--- src/rtl/fhc_pkg.sv ---
// ----------------------------------------------------------------------------
// fhc_pkg: shared types and constants of the font handle cache
// Entry and control types for the cell row, and the slot-to-base mapping.
// ----------------------------------------------------------------------------
`default_nettype none

package fhc_pkg;

   localparam int ENTRIES     = 10;
   localparam int SLOT_W      = $clog2(ENTRIES);
   localparam int KEY_W       = 20;
   localparam int WIN_W       = 8;
   localparam int BASE_W      = 12;
   localparam int BASE_ORIGIN = 1000;
   localparam int BASE_STEP   = 260;

   typedef struct packed {
      logic              valid;
      logic [KEY_W-1:0]  key;
      logic [SLOT_W-1:0] slot;
   } fhc_entry_type;

   typedef struct packed {
      logic move_front;
      logic shift_all;
      logic remove;
   } fhc_ctrl_type;

   typedef struct packed {
      logic key_hit;
      logic win_hit;
   } fhc_match_type;

   // base of slot k is 1000 + 260*(k+1), kept to 12 bits
   function automatic logic [BASE_W-1:0] slot_base(input logic [SLOT_W-1:0] k);
      int b;
      b = BASE_ORIGIN + BASE_STEP * (int'(k) + 1);
      return b[BASE_W-1:0];
   endfunction

endpackage

`default_nettype wire

--- src/rtl/fhc_cell.sv ---
// ----------------------------------------------------------------------------
// fhc_cell: one entry of the most-recently-used row
// Holds a key and slot, compares against the request, and loads from its
// left or right neighbor when the row shifts.
// ----------------------------------------------------------------------------
`default_nettype none

module fhc_cell (
   input  logic                         clock,
   input  logic                         reset,
   input  fhc_pkg::fhc_ctrl_type        ctrl,
   input  logic [fhc_pkg::KEY_W-1:0]    req_key,
   input  fhc_pkg::fhc_entry_type       left_entry,
   input  fhc_pkg::fhc_entry_type       right_entry,
   input  logic                         key_seen_in,
   input  logic                         win_seen_in,
   output fhc_pkg::fhc_entry_type       entry,
   output logic                         key_seen_out,
   output logic                         win_seen_out,
   output fhc_pkg::fhc_match_type       match
);
   import fhc_pkg::*;

   logic              valid_ff, valid_in;
   logic [KEY_W-1:0]  key_ff, key_in;
   logic [SLOT_W-1:0] slot_ff, slot_in;
   logic              take_left;
   logic              take_right;

   assign match.key_hit = valid_ff && (key_ff == req_key);
   assign match.win_hit = valid_ff &&
                          (key_ff[KEY_W-1 -: WIN_W] == req_key[KEY_W-1 -: WIN_W]);

   // key hits ripple toward the front, window hits toward the back
   assign key_seen_out = key_seen_in | match.key_hit;
   assign win_seen_out = win_seen_in | match.win_hit;

   assign take_left  = ctrl.shift_all | (ctrl.move_front & key_seen_out);
   assign take_right = ctrl.remove & win_seen_out;

   always_comb begin
      valid_in = valid_ff;
      key_in   = key_ff;
      slot_in  = slot_ff;
      if (take_left) begin
         valid_in = left_entry.valid;
         key_in   = left_entry.key;
         slot_in  = left_entry.slot;
      end else if (take_right) begin
         valid_in = right_entry.valid;
         key_in   = right_entry.key;
         slot_in  = right_entry.slot;
      end
   end

   always_ff @(posedge clock) begin
      if (reset) begin
         valid_ff <= 1'b0;
      end else begin
         valid_ff <= valid_in;
      end
   end

   always_ff @(posedge clock) begin
      key_ff  <= key_in;
      slot_ff <= slot_in;
   end

   assign entry = '{valid: valid_ff, key: key_ff, slot: slot_ff};

endmodule

`default_nettype wire

--- src/rtl/font_handle_lru_cache.sv ---
// ----------------------------------------------------------------------------
// font_handle_lru_cache: move-to-front font handle cache
// A row of ten cells keeps font keys in most-recently-used order, each
// with the handle slot it owns; lookups hit or allocate, releases drop a
// window's fonts.
//
// Usage:
//   Request channel: drive req_* and raise start; the transfer happens at
//   the edge where start is high and busy is low. busy stays high while the
//   request is worked on.
//   Result channel: each result is on rsp_* for one cycle with rsp_strobe
//   high; the receiver takes every result and cannot stall the block.
//   Lookup: one result, computed in the compare-and-shift state of the cell
//   row and registered onto rsp_*; it is shown while the next request may
//   already be taken.
//   Release: one result per freed base, one per cycle, removed front to
//   back; a single result with rsp_freed low when the window owns nothing.
//   rsp_last marks the final result of each request.
//   Reset: synchronous, active high; clears all valid bits so the cache
//   comes up empty, and returns to idle.
// ----------------------------------------------------------------------------
`default_nettype none

module font_handle_lru_cache (
   input  logic                          clock,
   input  logic                          reset,
   input  logic                          start,
   output logic                          busy,
   input  logic                          req_req_type,
   input  logic [fhc_pkg::WIN_W-1:0]     req_window_id,
   input  logic                          req_italic,
   input  logic                          req_bold,
   input  logic [7:0]                    req_font_size,
   input  logic [1:0]                    req_font_family,
   output logic                          rsp_strobe,
   output logic [fhc_pkg::BASE_W-1:0]    rsp_list_base,
   output logic                          rsp_hit,
   output logic                          rsp_freed,
   output logic [fhc_pkg::BASE_W-1:0]    rsp_freed_base,
   output logic                          rsp_last
);
   import fhc_pkg::*;

   localparam logic [1:0] ST_IDLE    = 2'd0;
   localparam logic [1:0] ST_LOOKUP  = 2'd1;
   localparam logic [1:0] ST_RELEASE = 2'd2;

   logic [1:0]        state_ff, state_in;
   logic [KEY_W-1:0]  req_key_ff, req_key_in;

   logic              rsp_strobe_ff, rsp_strobe_in;
   logic [BASE_W-1:0] rsp_list_base_ff, rsp_list_base_in;
   logic              rsp_hit_ff, rsp_hit_in;
   logic              rsp_freed_ff, rsp_freed_in;
   logic [BASE_W-1:0] rsp_freed_base_ff, rsp_freed_base_in;
   logic              rsp_last_ff, rsp_last_in;

   fhc_ctrl_type      ctrl;
   fhc_entry_type     cell_entry [ENTRIES];
   fhc_match_type     cell_match [ENTRIES];
   fhc_entry_type     front_entry;
   fhc_entry_type     empty_entry;
   logic [ENTRIES:0]  key_chain;
   logic [ENTRIES:0]  win_chain;

   logic [ENTRIES-1:0] key_hit_vec;
   logic [ENTRIES-1:0] win_hit_vec;
   logic [ENTRIES-1:0] valid_vec;
   logic [ENTRIES-1:0] used_vec;
   logic [SLOT_W-1:0]  hit_slot;
   logic [SLOT_W-1:0]  first_win_slot;
   logic [SLOT_W-1:0]  free_slot;
   logic [SLOT_W-1:0]  last_slot;
   logic [SLOT_W-1:0]  new_slot;
   logic               any_hit;
   logic               any_win;
   logic               more_win;
   logic               full;

   // ------------------------------------------------------------------
   // Cell row: cell 0 is the most recent entry
   // ------------------------------------------------------------------
   assign key_chain[ENTRIES] = 1'b0;
   assign win_chain[0]       = 1'b0;
   assign empty_entry        = '{valid: 1'b0, key: '0, slot: '0};

   for (genvar i = 0; i < ENTRIES; i++) begin : g_cell
      fhc_entry_type left_e;
      fhc_entry_type right_e;

      if (i == 0) begin : g_first
         assign left_e = front_entry;
      end else begin : g_mid_left
         assign left_e = cell_entry[i-1];
      end

      if (i == ENTRIES - 1) begin : g_last
         assign right_e = empty_entry;
      end else begin : g_mid_right
         assign right_e = cell_entry[i+1];
      end

      fhc_cell u_cell (
         .clock        (clock),
         .reset        (reset),
         .ctrl         (ctrl),
         .req_key      (req_key_ff),
         .left_entry   (left_e),
         .right_entry  (right_e),
         .key_seen_in  (key_chain[i+1]),
         .win_seen_in  (win_chain[i]),
         .entry        (cell_entry[i]),
         .key_seen_out (key_chain[i]),
         .win_seen_out (win_chain[i+1]),
         .match        (cell_match[i])
      );

      assign key_hit_vec[i] = cell_match[i].key_hit;
      assign win_hit_vec[i] = cell_match[i].win_hit;
      assign valid_vec[i]   = cell_entry[i].valid;
   end

   assign any_hit   = key_chain[0];
   assign any_win   = win_chain[ENTRIES];
   assign full      = valid_vec[ENTRIES-1];
   assign last_slot = cell_entry[ENTRIES-1].slot;
   // another window match remains after the front-most one
   assign more_win  = |(win_hit_vec & (win_hit_vec - ENTRIES'(1)));

   // Pick the hit slot and the front-most window match (both one-hot).
   always_comb begin
      hit_slot       = '0;
      first_win_slot = '0;
      for (int i = 0; i < ENTRIES; i++) begin
         if (cell_match[i].key_hit) begin
            hit_slot = hit_slot | cell_entry[i].slot;
         end
         if (cell_match[i].win_hit && !win_chain[i]) begin
            first_win_slot = first_win_slot | cell_entry[i].slot;
         end
      end
   end

   // Mark slots held by live entries, then take the lowest free one.
   always_comb begin
      used_vec  = '0;
      free_slot = '0;
      for (int k = 0; k < ENTRIES; k++) begin
         for (int i = 0; i < ENTRIES; i++) begin
            if (cell_entry[i].valid && (cell_entry[i].slot == SLOT_W'(k))) begin
               used_vec[k] = 1'b1;
            end
         end
      end
      for (int k = ENTRIES - 1; k >= 0; k--) begin
         if (!used_vec[k]) begin
            free_slot = SLOT_W'(k);
         end
      end
   end

   // hit keeps its slot, a miss on a full row reuses the evicted slot
   assign new_slot    = any_hit ? hit_slot : (full ? last_slot : free_slot);
   assign front_entry = '{valid: 1'b1, key: req_key_ff, slot: new_slot};

   // ------------------------------------------------------------------
   // Sequencer
   // ------------------------------------------------------------------
   always_comb begin
      state_in          = state_ff;
      req_key_in        = req_key_ff;
      ctrl              = '0;
      rsp_strobe_in     = 1'b0;
      rsp_list_base_in  = '0;
      rsp_hit_in        = 1'b0;
      rsp_freed_in      = 1'b0;
      rsp_freed_base_in = '0;
      rsp_last_in       = 1'b0;
      case (state_ff)
         ST_IDLE: begin
            if (start) begin
               req_key_in = {req_window_id, req_italic, req_bold,
                             req_font_size, req_font_family};
               state_in   = req_req_type ? ST_RELEASE : ST_LOOKUP;
            end
         end
         ST_LOOKUP: begin
            // hit: rotate the entry to the front; miss: push the row back
            ctrl.move_front  = any_hit;
            ctrl.shift_all   = !any_hit;
            rsp_strobe_in    = 1'b1;
            rsp_list_base_in = slot_base(new_slot);
            rsp_hit_in       = any_hit;
            rsp_last_in      = 1'b1;
            if (!any_hit && full) begin
               rsp_freed_in      = 1'b1;
               rsp_freed_base_in = slot_base(last_slot);
            end
            state_in = ST_IDLE;
         end
         ST_RELEASE: begin
            rsp_strobe_in = 1'b1;
            if (any_win) begin
               // drop the front-most match and close the gap
               ctrl.remove       = 1'b1;
               rsp_freed_in      = 1'b1;
               rsp_freed_base_in = slot_base(first_win_slot);
               rsp_last_in       = !more_win;
               if (!more_win) begin
                  state_in = ST_IDLE;
               end
            end else begin
               rsp_last_in = 1'b1;
               state_in    = ST_IDLE;
            end
         end
         default: begin
            state_in = ST_IDLE;
         end
      endcase
   end

   always_ff @(posedge clock) begin
      if (reset) begin
         state_ff      <= ST_IDLE;
         rsp_strobe_ff <= 1'b0;
      end else begin
         state_ff      <= state_in;
         rsp_strobe_ff <= rsp_strobe_in;
      end
   end

   always_ff @(posedge clock) begin
      req_key_ff        <= req_key_in;
      rsp_list_base_ff  <= rsp_list_base_in;
      rsp_hit_ff        <= rsp_hit_in;
      rsp_freed_ff      <= rsp_freed_in;
      rsp_freed_base_ff <= rsp_freed_base_in;
      rsp_last_ff       <= rsp_last_in;
   end

   assign busy           = (state_ff != ST_IDLE);
   assign rsp_strobe     = rsp_strobe_ff;
   assign rsp_list_base  = rsp_list_base_ff;
   assign rsp_hit        = rsp_hit_ff;
   assign rsp_freed      = rsp_freed_ff;
   assign rsp_freed_base = rsp_freed_base_ff;
   assign rsp_last       = rsp_last_ff;

   // ------------------------------------------------------------------
   // Assertions
   // ------------------------------------------------------------------
   a_key_unique: assert property (@(posedge clock) disable iff (reset)
      $onehot0(key_hit_vec))
      else $error("font key held by more than one cell");

   a_valid_prefix: assert property (@(posedge clock) disable iff (reset)
      ((valid_vec & (valid_vec + ENTRIES'(1))) == '0))
      else $error("live entries do not form a prefix of the row");

   a_hit_no_free: assert property (@(posedge clock) disable iff (reset)
      rsp_strobe && rsp_hit |-> !rsp_freed)
      else $error("lookup hit reported a freed base");

   a_release_empty: assert property (@(posedge clock) disable iff (reset)
      (state_ff == ST_RELEASE) && !any_win |=> rsp_strobe && rsp_last && !rsp_freed)
      else $error("release without match did not close the request");

   a_accept_busy: assert property (@(posedge clock) disable iff (reset)
      start && !busy |=> busy)
      else $error("accepted request did not make the block busy");

endmodule

`default_nettype wire

--- config.mk ---
export PLATFORM = sky130hd
export DESIGN_NAME = font_handle_lru_cache
export DESIGN_NICKNAME = d
export VERILOG_FILES = /design/src/rtl/fhc_pkg.sv /design/src/rtl/fhc_cell.sv /design/src/rtl/font_handle_lru_cache.sv
export SDC_FILE = /design/constraint.sdc
export NUM_CORES = 1
export LEC_CHECK = 0
export ABC_AREA = 1
export BUFFER_PORTS_ARGS = -buffer_cell sky130_fd_sc_hd__buf_2
export CORE_ASPECT_RATIO = 1.5
export CORE_UTILIZATION = 45
export CTS_CLUSTER_SIZE = 8
export DETAILED_ROUTE_END_ITERATION = 10
export GPL_TIMING_DRIVEN = 0
export PLACE_DENSITY = 0.61
export SYNTH_ARGS = -nofsm -noshare
export SYNTH_HDL_FRONTEND = slang
export SYNTH_SLANG_ARGS = --single-unit
--- constraint.sdc ---
create_clock -name clock -period 5.7 [get_ports clock]
set_input_delay 1.14 -clock clock [delete_from_list [all_inputs] [get_ports clock]]
set_output_delay 1.14 -clock clock [all_outputs]
set_load 0.03 [all_outputs]
==> flow_summary.ini <==
[cts]
cts_buffer_depth = 3
cts.clk_slew.worst_paths_ns = 0.05
ctsHtreeMaxLevel = 2
holdBufCountCts = 0
clk_latency_ns = 0.58
cts_root_buffer = clkbuf_16
ctsResizeCount = 0
cts_tree = yes
cts_setup_buffers = 0
cts_buffers = 43
clock-sinks = 296

[yosys]
yosys_warnings = 0
yosys.area_share.simple_pct = 30.4
synth_area_leader_cell = edfxtp_1
synth_enable_flop_cells = 260
yosysUniqueCellTypes = 65
synthMuxAreaShare_pct = 0.0601
netlist_instances = 2427
synth_area_um2 = 18700
yosys_register_bits = 296
synth_compound_area_share_pct = 9.38
yosys-top-cells-count = nand2_1, nor2_1, inv_1
ys.flop_type = edfxtp_1
netlist.area_leader.share_pct = 41.7
synthAdderAreaFrac_pct = 1.19
ys_async_sr_fraction_pct = 0
yosysMostFrequentCell = nand2_1
synth_xor_area_share_pct = 4.99
synthTopCellsByArea = edfxtp_1, nand2_1, o21ai_0
syn_avg_cell_area_um2 = 7.71
yosysSeqAreaShare_pct = 45.5
synth_top_family_by_area = simple AND/OR/NAND/NOR gates

[global_routing]
antenna_found_initial = 0
grt_pass1_vias = 17400
grt_overflow_total = 0
grtUsageTotal_pct = 33.9
grt_max_degree = 27
grt_pass1_wl_um = 105000

[power_and_ir_drop]
power_density_nw_per_um2 = 269
ir_drop_mv = 0.233
p_total_mw = 5.63
leakagePower_nw = 9.13

[placement]
dpl.hpwl_um = 56200
place_inst = 3038
post_dp_cell_area_um2 = 19800
post-place-ws_ns = 0.746
numPortBuffers = 47
gp_congestion = 1.00

[timing]
min_period_ns = 5.09
clock.fmax_mhz = 196
max_slew_margin_pct = 18.1
hold_viol_final = 0
worst_slew_pin_slew_ns = 1.22
drv_slew = 0
finalCritPeriodShare_pct = 89.4
setup_viol = 0
finClkSkew_ns = 0.0278
rsz0062_at_grt = false
setup_slack_ns = 0.606

[setup_path]
cp.required_ns = 5.73
crit_type = flop to flop
startpoint = req_key_ff[2]$_DFFE_PP_
r2r-start = req_key_ff[2]$_DFFE_PP_
crit_chain = buf_4, inv_1, nand2_1, nand4_1, nor4_1, nand2_1, nor2_1, nor2_4, o21ai_1, clkbuf_1, nand2_1
path_delay_family = simple AND/OR/NAND/NOR gates
crit_path_end_kind = flop
cp_data_arrival_time_ns = 5.12
crit_buf_inv = 3
setup.worst_path.start_class = flop
slowest_delay_ns = 0.86
cp_common_cell = nand2_1
slowest_stage = nand2_1
path_max_fanout = 24

[die]
std_cell_rows = 91
start_util_pct = 45.6
fp.dieW_um = 169
coreArea_um2 = 41100
die_y_um = 252
io_pins = 53
dieArea_um2 = 42400

[layout]
synthToLayoutAreaGrowth_pct = 12.0
fin_area_um2 = 21000
antenna_cells = 0
num-nets-final = 2566
drive_gt1_share_pct = 9.17
nFillCells = 4065
stdcell_count = 3099

[drt]
vias = 17500
drt_wl_total_um = 71100
drc_errors = 0
via_per_inst = 5.63
wl_per_cell_um = 22.9
drtIter0Drc = 1466
drt-pass1-iter-count = 8
ant_nets = 0

[min_path]
hold_start = state_ff[0]$_SDFFE_PP0P_
hp-class = flop to flop

[flow_run]
maxCapViolCount = 0

[run_status]
status = finished clean
-- worst register-to-register path, cell delays in order, from the launching register on --
cell	delay (ns)
edfxtp_1	0.41
buf_4	0.26
inv_1	0.18
nand2_1	0.09
nand4_1	0.09
nor4_1	0.83
nand2_1	0.12
nor2_1	0.62
nor2_4	0.21
o21ai_1	0.37
clkbuf_1	0.54
nand2_1	0.86
-- registers in the layout (all words and copies together), names as in the netlist, 2 cells and up --
name,count
g_cell.u_cell.slot_ff,40
g_cell.u_cell.valid_ff,10
rsp_freed_base,10
rsp_list_base,10
g_cell.u_cell.key_ff,200
state_ff,2
req_key_ff,20
-- cells in the final DEF, fill, tap and decap left out, types with 4 or more instances in the layout --
cell / instances
clkinv_1: 5
clkbuf_1: 63
nand3b_1: 12
buf_4: 14
conb_1: 4
nand3_2: 12
nor3_1: 33
o21ai_1: 6
nand4_2: 5
inv_2: 23
nor2_1: 284
o22ai_1: 11
nor2_4: 7
dfxtp_1: 36
xnor2_1: 56
nand2_2: 11
o2111ai_1: 4
nor3b_1: 4
xor2_1: 47
nand2_4: 5
nor2_2: 9
nand3_1: 121
ha_1: 17
nor3_2: 4
nand2_1: 693
buf_2: 66
clkbuf_16: 43
a21oi_1: 64
edfxtp_1: 260
nand4_1: 69
inv_1: 275
o21ai_0: 217
-- metrics by stage --
| stage | hold slack (ns) | util (%) | TNS [ns] |
|---|---|---|---|
| after global placement | 0.472 | 47.8 | -0.193 |
| after floorplan | 0.456 | - | 0 |
| after detailed placement | 0.483 | 48.1 | 0 |
| final | 0.492 | 51.0 | 0 |
| after CTS | 0.493 | 51.0 | 0 |
| after global routing | 0.518 | 51.0 | 0 |
-- power breakdown --
| group | internal [mW] | switching (mW) |
|---|---|---|
| Sequential | 2.48 | 0.0849 |
| Clock | 1.39 | 1.01 |
| Combinational | 0.192 | 0.477 |
| Total | 4.06 | 1.57 |
-- metal layers --
metal,global-route usage (%),vias up,share of wire (%)
met3,3.70,253,5.0
met2,61.4,751,51
met4,29.2,0,9.6
met1,34.6,8282,34
met5,0,-,0
li1,-,8169,-
-- area by class of cell --
cell class / instances / area [µm²] / area share, %
plain buffers: 88 / 430 / 2.05
clock buffers: 57 / 1140 / 5.43
clock inverters: 4 / 57.6 / 0.275
inverters: 304 / 1140 / 5.46
multi-input cells: 1742 / 8670 / 41.4
flip-flops and latches: 296 / 8530 / 40.7
well taps: 558 / 698 / 3.33
repair buffers: 50 / 298 / 1.42
-- final timing paths --
check / end / slack (ns) / cells past startpoint
worst max-delay path: g_cell[5].u_cell.key_ff[6]$_DFFE_PP_ / 0.61 / 11
worst min-delay path: state_ff[0]$_SDFFE_PP0P_ / 0.49 / 2
worst max register to register: g_cell[5].u_cell.key_ff[6]$_DFFE_PP_ / 0.61 / 11
worst min register to register: state_ff[0]$_SDFFE_PP0P_ / 0.49 / 2
-- cell families after synthesis --
| kind of cell | after synthesis |
|---|---|
| other cells | 1 |
| compound gates | 329 |
| fa+ha+maj | 18 |
| simple gates | 1285 |
| buf+inv | 392 |
| flops | 296 |
| xor+xnor | 105 |
| mux | 1 |
Note: power is estimated with default switching activity, not from simulation.
